==> src/sv/fbs_pkg.sv <==
package fbs_pkg;

  localparam int unsigned FRAME_WIDTH  = 240;
  localparam int unsigned FRAME_HEIGHT = 160;
  localparam int unsigned STORE_DEPTH  = FRAME_WIDTH * FRAME_HEIGHT;
  localparam int unsigned ADDR_W       = $clog2(STORE_DEPTH);

  localparam logic [15:0] BLEND_MASK  = 16'h0821;
  localparam logic [15:0] CLEAR_VALUE = 16'hFFFF;

  typedef enum logic {
    OP_PIXEL = 1'b0,
    OP_CLEAR = 1'b1
  } opcode_e;

  typedef struct packed {
    logic              we;
    logic              re;
    logic [ADDR_W-1:0] addr;
    logic [15:0]       wdata;
  } store_req_t;

  typedef struct packed {
    logic [15:0] idx;
    logic [15:0] pix;
    logic [15:0] prev;
    logic        mix;
  } pix_item_t;

  function automatic logic [15:0] blend_half(logic [15:0] a, logic [15:0] b);
    logic [17:0] s;
    s = {2'b00, a} + {2'b00, b} + {2'b00, (a ^ b) & BLEND_MASK};
    return s[16:1];
  endfunction

  function automatic logic [15:0] swap_order(logic [15:0] p);
    return {1'b0, p[4:0], p[10:6], p[15:11]};
  endfunction

endpackage

==> src/sv/fbs_blend.sv <==
module fbs_blend (
  input  logic                clk_i,
  input  logic                rst_ni,
  input  logic                valid_i,
  output logic                ready_o,
  input  fbs_pkg::pix_item_t  item_i,
  output logic                valid_o,
  input  logic                ready_i,
  output logic [15:0]         idx_o,
  output logic [15:0]         lcd_o
);
  import fbs_pkg::*;

  logic        s2_valid_q, s2_valid_d;
  logic [15:0] s2_idx_q, s2_val_q;
  logic        s3_valid_q, s3_valid_d;
  logic [15:0] s3_idx_q, s3_lcd_q;
  logic        s2_ready, s3_ready;

  assign s3_ready = !s3_valid_q || ready_i;
  assign s2_ready = !s2_valid_q || s3_ready;
  assign ready_o  = s2_ready;

  assign s2_valid_d = s2_ready ? valid_i : s2_valid_q;
  assign s3_valid_d = s3_ready ? s2_valid_q : s3_valid_q;

  always_ff @(posedge clk_i or negedge rst_ni) begin
    if (!rst_ni) begin
      s2_valid_q <= 1'b0;
      s3_valid_q <= 1'b0;
    end else begin
      s2_valid_q <= s2_valid_d;
      s3_valid_q <= s3_valid_d;
    end
  end

  always_ff @(posedge clk_i) begin
    if (s2_ready && valid_i) begin
      s2_idx_q <= item_i.idx;
      s2_val_q <= item_i.mix ? blend_half(item_i.pix, item_i.prev) : item_i.pix;
    end
    if (s3_ready && s2_valid_q) begin
      s3_idx_q <= s2_idx_q;
      s3_lcd_q <= swap_order(s2_val_q);
    end
  end

  assign valid_o = s3_valid_q;
  assign idx_o   = s3_idx_q;
  assign lcd_o   = s3_lcd_q;

endmodule
==> config.mk <==
export PLATFORM = sky130hd
export DESIGN_NAME = fbs_blend
export DESIGN_NICKNAME = d
export VERILOG_FILES = /design/src/sv/fbs_pkg.sv /design/src/sv/fbs_blend.sv
export SDC_FILE = /design/constraint.sdc
export NUM_CORES = 1
export LEC_CHECK = 0
export ABC_AREA = 1
export BUFFER_PORTS_ARGS = -buffer_cell sky130_fd_sc_hd__buf_2
export CAP_MARGIN = 20
export CORE_MARGIN = 10
export CORE_UTILIZATION = 50
export CTS_CLUSTER_SIZE = 25
export DETAILED_ROUTE_END_ITERATION = 16
export MAX_ROUTING_LAYER = met4
export PLACE_DENSITY_LB_ADDON = 0.08
export SYNTH_ARGS = -nofsm -noshare
export SYNTH_HDL_FRONTEND = slang
export SYNTH_SLANG_ARGS = --single-unit
export TNS_END_PERCENT = 50
==> constraint.sdc <==
create_clock -name clk_i -period 5.2 [get_ports clk_i]
set_input_delay 0.78 -clock clk_i [delete_from_list [all_inputs] [get_ports clk_i]]
set_output_delay 0.78 -clock clk_i [all_outputs]
set_load 0.005 [all_outputs]
* Word-level counts from Yosys, hierarchy flattened
Index checks and enable logic that the tools add are counted.
Word-level totals: word-level logic and storage cells 16, output and inout port bits 34, flip-flop bits (word level) 65, input bits 53
Cells by class: reduce and logical (&&, ||, !) cells 6, multiplexer cells 1, add/sub/neg operators 2, bitwise gates (word level) 1
Operator list (count):
- adder 16 x 16 -> 17 bit | 1
- adder 17 x 12 -> 17 bit | 1
- 2-to-1 mux 16 bit | 1
- bitwise XOR 12 bit | 1
- logical AND 1 bit | 2
- zero test 1 bit | 2
- logical OR 1 bit | 2

* Logic depth before layout (Yosys ltp)
Gate-level depths: netlist (run 1).
depth in word-level cells 4, gate-level depth with buffers 12, gate-level depth less buffers 12

* Worst setup path after synthesis (run 1)
No wires, ideal clock.
path type input to register, start input port ready_i, end register s3_idx_q[0], in the netlist idx_o[0] (enable), path buffers 0, cell stages on the path 2, arrival 2.361 ns, setup time 0.429 ns, setup slack 2.410 ns, required time 4.771 ns, cells stage by stage inv_1 > a21oi_1
On the way: word-level cells in the longest chain between the ends 2
Ends and longest elaborated chain:
- from (decl) | RTL line fbs_blend.sv:8 | input logic ready_i,
- logical OR 1 bit | RTL line fbs_blend.sv:20 | assign s3_ready = !s3_valid_q || ready_i;
- logical AND 1 bit | RTL line fbs_blend.sv:42 | if (s3_ready && s2_valid_q) begin
- to (signal assigned) | RTL line fbs_blend.sv:43 | s3_idx_q <= s2_idx_q;
- to (decl) | RTL line fbs_blend.sv:17 | logic [15:0] s3_idx_q, s3_lcd_q;
Every way passes these cells. A chain may end at the register's enable or synchronous reset.

* Worst setup path in the final report (run 1)
start input port item_i[2] in the netlist's numbering, end register s2_val_q[8], data pin
On the way: word-level cells in the longest chain between the ends 3
Ends and longest elaborated chain:
- from (decl) | RTL line fbs_blend.sv:6 | input fbs_pkg::pix_item_t item_i,
- adder 16 x 16 -> 17 bit | RTL line fbs_pkg.sv:32 | s = {2'b00, a} + {2'b00, b} + {2'b00, (a ^ b) & BLEND_MASK};
- adder 17 x 12 -> 17 bit | RTL line fbs_pkg.sv:32
- 2-to-1 mux 16 bit | RTL line fbs_blend.sv:40 | s2_val_q <= item_i.mix ? blend_half(item_i.pix, item_i.prev) : item_i.pix;
- to (signal assigned) | RTL line fbs_blend.sv:40
- to (decl) | RTL line fbs_blend.sv:15 | logic [15:0] s2_idx_q, s2_val_q;
Every way passes these cells.

==> flow_metrics.env, run 1 <==
export IMPL_dpl_cell_count=450
export IMPL_place_congestion=0.907
export IMPL_syn_num_nets=373
export IMPL_clock_latency_ns=0.32
export IMPL_fillers=514
export IMPL_grt_overflow=0
export IMPL_grt_util_all_layers_pct=13.5
export IMPL_cts_max_level=3
export IMPL_hold_viol=0
export IMPL_seq_area_um2=1910
export IMPL_synth_distinct_cells=28
export IMPL_ant_nets=0
export IMPL_cp_start_kind="primary input"
export IMPL_worst_hold_path_type="primary input to async pin"
export IMPL_setup_violations=0
export IMPL_stdcell_count=467
export IMPL_avgViaCountPerCell=4.83
export IMPL_synthAdderAreaFrac_pct=11.0
export IMPL_coreArea_um2=5990
export IMPL_sw_frac_of_total_pct=25.4
export IMPL_clk_pin_slew_ns=0.06
export IMPL_placed_area_um2=3650
export IMPL_startpoint="item_i[2]"
export IMPL_p_int_mw=0.888
export IMPL_numClockSinks=64
export IMPL_ctsHoldBuffers=0
export IMPL_synth_simple_area_share_pct=20.4
export IMPL_skew_ns=0.00628
export IMPL_synth_flop_cell="edfxtp_1"
export IMPL_synthCells=293
export IMPL_grt_pass1_wl_um=10500
export IMPL_crit_arrival_ns=2.47
export IMPL_die_area_um2=9840
export IMPL_root_buffer="clkbuf_8"
export IMPL_seq_area_frac_synth_pct=61.0
export IMPL_combPwrFrac_pct=18.7
export IMPL_vias=2254
export IMPL_irDropWorstVdd_mv=0.236
export IMPL_ys_ff_latch=64
export IMPL_power_mw=1.19
export IMPL_final_nets=467
export IMPL_start_util_pct=52.3
export IMPL_critical_path_peak_fanout=4
export IMPL_tightest_slew_ns=0.960
export IMPL_multi_input_area_um2=1090
export IMPL_syn_to_final_growth_pct=22.2
export IMPL_cts_buffer_depth=2
export IMPL_grt_max_degree=32
export IMPL_dr_first_iter_drc_count=118
export IMPL_drc_errors=0
export IMPL_slew_limit_headroom_pct=35.9
export IMPL_period_share_pct=46.2
export IMPL_postCtsSetupRepairBufs=0
export IMPL_path_class="primary input to flop"
export IMPL_cts_tree="built"
export IMPL_fin_area_um2=3830
export IMPL_end_kind="flop"
export IMPL_synth_top_family_by_area="simple AND/OR/NAND/NOR gates"
export IMPL_status="complete, no violations"
export IMPL_p_leak_nw=1.83
export IMPL_powerDensity_nw_per_um2=311
export IMPL_io_pins=87
export IMPL_grt_pass1_vias=2267
export IMPL_r2r_start="valid_o$_DFFE_PN0P_"
export IMPL_drive_gt1_share_pct=28.1
export IMPL_port_buffers=85
export IMPL_synth_area_um2=3140
export IMPL_fmax_mhz=416
export IMPL_setup_tns_ns=0
export IMPL_synth_area_mux_share_pct=0
export IMPL_rsz0062_at_grt="no"
export IMPL_switching_power_mw=0.302
export IMPL_ctsResizeCount=0
export IMPL_first_pass_iters=4
export IMPL_max_cap_violations=0
export IMPL_numCtsBuffers=9
export IMPL_antenna_found_initial=0
export IMPL_clkPwrFrac_pct=27.1
export IMPL_syn_avg_cell_area_um2=10.7
export IMPL_synth_compound_area_share_pct=2.23
export IMPL_yosysWarnings=0
export IMPL_whs_ns=0.230
export IMPL_power_frac_seq_pct=54.1
export IMPL_die_width_um=99.2
export IMPL_chipHeight_um=99.2
export IMPL_synth_xor_area_share_pct=0.838
export IMPL_cp_required_ns=5.27
export IMPL_synth_edf_count=62
export IMPL_avgRoutedWirePerCell_um=13.4
export IMPL_wl_um=6250
export IMPL_synth_async_reset_ratio_pct=3.13
export IMPL_num_rows=28
export IMPL_min_period_ns=2.40
export IMPL_dpl_hpwl_um=4950
export IMPL_n_antenna_cell=0
export IMPL_slew_violations=0
## power by group through the flow
stage / logic [mW] / registers (mW) / clock network (mW)
detailed placement: 0.220 / 0.656 / 0
global route: 0.258 / 0.649 / 0.361
floorplan: 0.132 / 0.659 / 0
CTS: 0.221 / 0.646 / 0.337
finish: 0.223 / 0.645 / 0.323
global placement: 0.216 / 0.654 / 0
## cells in the mapped netlist (2+ instances only)
cell type	number	share of area, %
dfrtp_1	2	1.6
o21ai_0	3	0.48
nand4_1	2	0.40
nor2_1	15	1.8
ha_1	26	10
or2_2	3	0.60
nand2_1	93	11
a21oi_1	7	1.1
xnor2_1	3	0.84
edfxtp_1	62	59
o21ai_1	4	0.64
or2_0	2	0.40
nand3_1	22	3.5
nand2_2	4	0.80
inv_1	32	3.8
## metal layers
| metal | vias up | GRT usage [%] | part of all wire (%) |
|---|---|---|---|
| li1 | 1170 | - | - |
| met1 | 990 | 17.5 | 46 |
| met2 | 86 | 19.4 | 45 |
| met3 | 8 | 3.67 | 7.4 |
| met4 | 0 | 5.95 | 1.6 |
| met5 | - | - | 0 |
## state kept, by name, indices dropped and copies added (netlist names)
name,count
idx_o,16
valid_o,1
s2_val_q,15
s2_valid_q,1
s2_idx_q,16
lcd_o,15
## layout by cell type, fill, tap and decap left out, types with 6 or more instances in the layout
master,count
ha_1,26
clkbuf_8,9
nor2_1,15
buf_2,85
inv_1,32
edfxtp_1,62
a21oi_1,6
nand3_1,22
nand2_1,93
## worst max-delay path, stage by stage
cell and delay, ns:
buf_2 0.10, ha_1 0.28, ha_1 0.26, fa_1 0.39, nand2_1 0.10, nand2_1 0.07
and2_4 0.15, nand2_1 0.08, nand2_1 0.07, o21ai_1 0.12, o21ai_1 0.06
## metrics by stage
stage	setup WS, ns	util (%)
after floorplan	2.41	-
after global placement	2.51	60.9
after detailed placement	2.48	60.9
after CTS	2.83	63.5
after global routing	2.64	64.0
final	2.80	64.0
## logic make-up (layout without fill, tap and decap cells)
logic type | count (synthesis) | count (layout)
xor gates and xnor gates | 3 | 3
other | 1 | 1
DFF | 64 | 64
and+or+nand+nor | 148 | 148
buffers and inverters | 36 | 135
adders and majority gates | 27 | 27
AOI/OAI and AO/OA | 14 | 14
## worst paths after layout
path / end / slack (ns) / depth (start not counted)
min in group clk_i: lcd_o[8]$_DFFE_PP_ / 0.41 / 0
worst max-delay path: s2_val_q[8]$_DFFE_PP_ / 2.80 / 11
worst max register to register: lcd_o[1]$_DFFE_PP_ / 3.59 / 1
worst min-delay path: s2_valid_q$_DFFE_PN0N_ / 0.23 / 1
worst min register to register: lcd_o[8]$_DFFE_PP_ / 0.41 / 0
max in group asynchronous: valid_o$_DFFE_PN0P_ / 4.88 / 1
## layout make-up
| cell class | instances | area share [%] |
|---|---|---|
| clock buffers | 10 | 3.33 |
| clock inverters | 6 | 0.686 |
| inverters | 33 | 3.23 |
| multi-input cells | 193 | 28.6 |
| flip-flops and latches | 64 | 49.9 |
| well taps | 75 | 2.45 |
| repair buffers | 86 | 11.8 |
No activity file was read; power rests on OpenSTA's default activity.
==> inputs of run 2 (changes only) <==
clock period = 2.3 ns   (was 5.2 ns; I/O delays follow)
==> run 2 against run 1 <==
- flip-flop and latch count unchanged
- combinational power up 120%
- total power up 120%
- wire length up 0.66%
- global-route usage down 0.24 points
- count of clock-buffer cells in the layout up 2
- largest cell class unchanged
- highest routed layer unchanged
==> flow_metrics.env, run 2 (synthesis results as in run 1) <==
export IMPL_status="complete, no violations"
export IMPL_root_buffer="clkbuf_8"
export IMPL_grt_pass1_vias=2284
export IMPL_end_kind="flop"
export IMPL_cts_max_level=3
export IMPL_drc_errors=0
export IMPL_antenna_found_initial=0
export IMPL_clkPwrFrac_pct=26.7
export IMPL_combPwrFrac_pct=18.7
export IMPL_ctsResizeCount=0
export IMPL_num_rows=28
export IMPL_n_antenna_cell=0
export IMPL_grt_max_degree=32
export IMPL_port_buffers=85
export IMPL_fillers=509
export IMPL_grt_overflow=0
export IMPL_grt_busiest_layer="met2"
export IMPL_postCtsSetupRepairBufs=0
export IMPL_clk_pin_slew_ns=0.06
export IMPL_sw_frac_of_total_pct=24.8
export IMPL_hold_viol=0
export IMPL_p_int_mw=2.01
export IMPL_final_nets=470
export IMPL_path_class="primary input to flop"
export IMPL_rsz0062_at_grt="no"
export IMPL_critical_path_peak_fanout=4
export IMPL_final_util_pct=63.9
export IMPL_r2r_slack_ns=0.90
export IMPL_grt_pass1_wl_um=10300
export IMPL_coreArea_um2=5990
export IMPL_setup_violations=0
export IMPL_grt_util_met3_pct=3.04
export IMPL_min_period_ns=1.94
export IMPL_cts_buffer_depth=2
export IMPL_setup_tns_ns=0
export IMPL_p_leak_nw=1.82
export IMPL_ant_nets=0
export IMPL_worst_hold_path_type="primary input to flop"
export IMPL_avgViaCountPerCell=4.86
export IMPL_crit_arrival_ns=2.01
export IMPL_start_util_pct=52.3
export IMPL_clock_latency_ns=0.32
export IMPL_irDropWorstVdd_mv=0.486
export IMPL_ctsHoldBuffers=1
export IMPL_place_congestion=0.903
export IMPL_wl_um=6290
export IMPL_io_pins=87
export IMPL_met2_usage_pct=20.2
export IMPL_drive_gt1_share_pct=28.0
export IMPL_layout_commonest_cell="nand2_1"
export IMPL_numClockSinks=64
export IMPL_switching_power_mw=0.664
export IMPL_chipHeight_um=99.2
export IMPL_grt_util_all_layers_pct=13.3
export IMPL_slew_violations=0
export IMPL_skew_ns=0.00380
export IMPL_dpl_hpwl_um=5000
export IMPL_power_frac_seq_pct=54.6
export IMPL_cp_required_ns=2.37
export IMPL_die_area_um2=9840
export IMPL_vias=2275
export IMPL_powerDensity_nw_per_um2=698
export IMPL_max_cap_violations=0
export IMPL_tightest_slew_ns=0.546
export IMPL_slew_limit_headroom_pct=63.4
export IMPL_dr_first_iter_drc_count=153
export IMPL_post_place_ws_ns=0.0298
export IMPL_syn_to_final_growth_pct=22.0
export IMPL_cts_tree="built"
export IMPL_cp_start_kind="primary input"
export IMPL_period_share_pct=84.3
export IMPL_numCtsBuffers=9
export IMPL_die_width_um=99.2
export IMPL_layout_common_cells="93 x nand2_1, 85 x buf_2, 62 x edfxtp_1"
export IMPL_met1_usage_pct=16.3
export IMPL_avgRoutedWirePerCell_um=13.4
export IMPL_fmax_mhz=515
export IMPL_worst_slack_ns=0.360
export IMPL_first_pass_iters=4
[run 2: power groups by stage]
stage               clock network, mW  logic (mW)  registers [mW]
global route                    0.795       0.579            1.47
floorplan                           0       0.300            1.49
global placement                    0       0.495            1.48
CTS                             0.738       0.508            1.46
detailed placement                  0       0.504            1.48
finish                          0.713       0.501            1.46
[run 2: metrics by stage]
stage	hold slack (ns)	power (mW)	instance area, µm²	cells
3_3_place_gp	0.130	1.97	3670	453
3_5_place_dp	0.131	1.99	3670	453
6_report	0.199	2.67	3830	468
2_1_floorplan	0.0494	1.79	3140	293
5_1_grt	0.177	2.84	3830	468
4_1_cts	0.185	2.71	3830	468
[run 2: area by class of cell]
type                       count  area (µm²)  share of cell area, %
clock buffer                  12         135                   3.53
clock inverter                 2        8.76                  0.229
inverter                      33         124                   3.24
multi-input combinational    193        1090                   28.6
sequential                    64        1910                   50.0
tap                           75        93.8                   2.45
timing repair buffer          89         458                   12.0
[run 2: per-layer routing]
layer  vias to the layer above  share of wire [%]
met5                         -                  0
met4                         0                2.2
met3                        12                5.7
met2                        75                 46
met1                      1016                 46
li1                       1172                  -
[run 2: worst paths after layout]
| path | depth (start not counted) | end | from |
|---|---|---|---|
| setup / recovery | 11 | s2_val_q[6]$_DFFE_PP_ | item_i[2] |
| hold / removal | 1 | s2_idx_q[4]$_DFFE_PP_ | item_i[37] |
| setup reg to reg | 4 | s2_val_q[13]$_DFFE_PP_ | valid_o$_DFFE_PN0P_ |
| hold reg to reg | 0 | lcd_o[2]$_DFFE_PP_ | s2_val_q[13]$_DFFE_PP_ |
| max in group asynchronous | 2 | valid_o$_DFFE_PN0P_ | rst_ni |
| min in group asynchronous | 2 | s2_valid_q$_DFFE_PN0N_ | rst_ni |
[run 2: worst max-delay path, cell delays in order]
cell and delay (ns):
buf_2 0.10, ha_1 0.28, ha_1 0.24, fa_1 0.39, nand2_1 0.11, nand2_1 0.07
nand3b_1 0.09, nand2_2 0.08, or2_0 0.20, nand3_1 0.07, nand2_1 0.05
==> inputs of run 3 (changes only) <==
CORE_UTILIZATION = 47   (was 50)
clock period = 1.7 ns   (was 2.3 ns; I/O delays follow)
==> run 3 against run 2 <==
- clock power up 70%
- total power up 51%
- utilization up 1.6 points
- wire length up 5.8%
- clock skew up 0.0040 ns
- final cell count up 5.3%
- first-iteration DRC count down 25%
==> flow_metrics.env, run 3 (synthesis results as in run 1) <==
export IMPL_combPwrFrac_pct=21.0
export IMPL_cts_tree="built"
export IMPL_multi_input_area_um2=1250
export IMPL_p_int_mw=3.04
export IMPL_place_congestion=0.889
export IMPL_setup_violations=0
export IMPL_sw_frac_of_total_pct=24.5
export IMPL_whs_ns=0.104
export IMPL_slowest_delay_ns=0.34
export IMPL_cts_max_level=3
export IMPL_slew_violations=0
export IMPL_end_kind="flop"
export IMPL_worst_hold_path_type="primary input to flop"
export IMPL_grt_util_all_layers_pct=13.2
export IMPL_layout_commonest_cell="nand2_1"
export IMPL_power_mw=4.02
export IMPL_grt_pass1_wl_um=10400
export IMPL_switching_power_mw=0.985
export IMPL_path_class="primary input to flop"
export IMPL_final_nets=491
export IMPL_power_frac_seq_pct=49.0
export IMPL_worst_slack_ns=0.0182
export IMPL_clock_latency_ns=0.32
export IMPL_numClockSinks=64
export IMPL_cp_cell_sequence="buf_2 -> ha_4 -> ha_4 -> fa_2 -> nand2_2 -> nand2_2 -> nand3b_1 -> nand2_2 -> or2_0 -> nand3_1 -> nand2_1"
export IMPL_grt_overflow=0
export IMPL_max_cap_violations=0
export IMPL_antenna_found_initial=0
export IMPL_fillers=491
export IMPL_cts_buffer_depth=2
export IMPL_setup_tns_ns=0
export IMPL_min_period_ns=1.68
export IMPL_dpl_hpwl_um=5410
export IMPL_rsz0062_at_grt="yes"
export IMPL_numCtsBuffers=9
export IMPL_irDropWorstVdd_mv=0.479
export IMPL_chipHeight_um=102
export IMPL_drc_errors=0
export IMPL_coreArea_um2=6420
export IMPL_grt_pass1_vias=2290
export IMPL_status="complete, no violations"
export IMPL_seq_area_um2=1910
export IMPL_num_rows=29
export IMPL_root_buffer="clkbuf_8"
export IMPL_slowest_stage="fa_2"
export IMPL_ant_nets=0
export IMPL_avgViaCountPerCell=4.79
export IMPL_fmax_mhz=595
export IMPL_io_pins=87
export IMPL_skew_ns=0.00776
export IMPL_p_leak_nw=1.96
export IMPL_wl_um=6650
export IMPL_first_pass_iters=4
export IMPL_crit_top_cell="nand2_2"
export IMPL_clk_pin_slew_ns=0.06
export IMPL_dr_first_iter_drc_count=114
export IMPL_die_area_um2=10300
export IMPL_n_antenna_cell=0
export IMPL_crit_arrival_ns=1.75
export IMPL_layout_common_cells="88 x nand2_1, 83 x buf_2, 62 x edfxtp_1"
export IMPL_start_util_pct=48.8
export IMPL_vias=2361
export IMPL_powerDensity_nw_per_um2=957
export IMPL_cp_required_ns=1.77
export IMPL_die_width_um=102
export IMPL_cp_start_kind="primary input"
export IMPL_period_share_pct=98.9
export IMPL_crit_buf_inv=1
export IMPL_hold_viol=0
export IMPL_critical_path_peak_fanout=4
export IMPL_grt_max_degree=17
export IMPL_syn_to_final_growth_pct=34.1
export IMPL_port_buffers=85
export IMPL_post_place_ws_ns=-0.329
export IMPL_clkPwrFrac_pct=30.1
export IMPL_drive_gt1_share_pct=37.0
export IMPL_avgRoutedWirePerCell_um=13.5
export IMPL_crit_family="adder cells"
[run 3: changes by cell type in the layout (fill, tap and decap cells not counted), moves of 2 or more]
cell      before  now
buf_4          3   24
buf_2         85   83
clkinv_2       1    3
nand2_2        4    9
ha_4           0   10
nand2_1       93   88
ha_1          26   16
a21oi_1        6    3
buf_6          0    2
a21oi_2        0    3
[run 3: per-layer routing]
| metal | global-route usage [%] | vias up | wire length [µm] |
|---|---|---|---|
| li1 | - | 1216 | - |
| met1 | 15.5 | 1073 | 2950 |
| met2 | 21.2 | 66 | 3240 |
| met3 | 2.65 | 6 | 369 |
| met4 | 6.71 | 0 | 87 |
| met5 | - | - | 0 |
[run 3: timing repair]
| item | CTS | global route |
|---|---|---|
| resized for setup | 0 | 20 |
| hold endpoints to repair | 2 | 0 |
| buffers inserted | 0 | 1 |
| endpoints found under the setup margin | 0 | 9 |
| hold buffers | 1 | 0 |
[run 3: area by class of cell]
| class | instances | share of cell area [%] |
|---|---|---|
| clock buffers | 12 | 3.45 |
| flip-flops and latches | 64 | 45.5 |
| repair buffers | 110 | 14.9 |
| well taps | 77 | 2.29 |
| inverters | 33 | 2.95 |
| multi-input cells | 193 | 29.8 |
| clock inverters | 4 | 1.07 |
[run 3: final timing paths]
path,from,endpoint,slack [ns],cells past startpoint
max in group asynchronous,rst_ni,s2_valid_q$_DFFE_PN0N_,1.35,2
worst max-delay path,item_i[18],s2_val_q[6]$_DFFE_PP_,0.02,11
worst max register to register,valid_o$_DFFE_PN0P_,s2_val_q[10]$_DFFE_PP_,0.42,4
min in group asynchronous,rst_ni,valid_o$_DFFE_PN0P_,0.26,2
worst min-delay path,item_i[36],s2_idx_q[3]$_DFFE_PP_,0.10,1
worst min register to register,s2_val_q[6]$_DFFE_PP_,lcd_o[5]$_DFFE_PP_,0.41,0
[run 3: per-stage QoR]
| stage | cells | util (%) | cell area [µm²] |
|---|---|---|---|
| detailed placement | 475 | 60.0 | 3850 |
| global placement | 475 | 60.0 | 3850 |
| CTS | 492 | 63.1 | 4060 |
| floorplan | 293 | - | 3180 |
| finish | 493 | 65.5 | 4200 |
| global route | 493 | 65.5 | 4200 |
[run 3: power by group through the flow]
stage / clock, mW / combinational (mW) / sequential, mW
5_1_grt: 1.32 / 0.950 / 1.99
2_1_floorplan: 0 / 0.419 / 2.01
4_1_cts: 1.25 / 0.775 / 1.97
3_5_place_dp: 0 / 0.770 / 2.01
6_report: 1.21 / 0.844 / 1.97
3_3_place_gp: 0 / 0.760 / 2.00
[run 3: worst reg2reg max path: cells and delay by family, from the launching register on]
family                 cells  cell delay, ns
flip-flops                 1            0.43
buffers and inverters      2            0.30
AND/OR/NAND/NOR            2            0.23
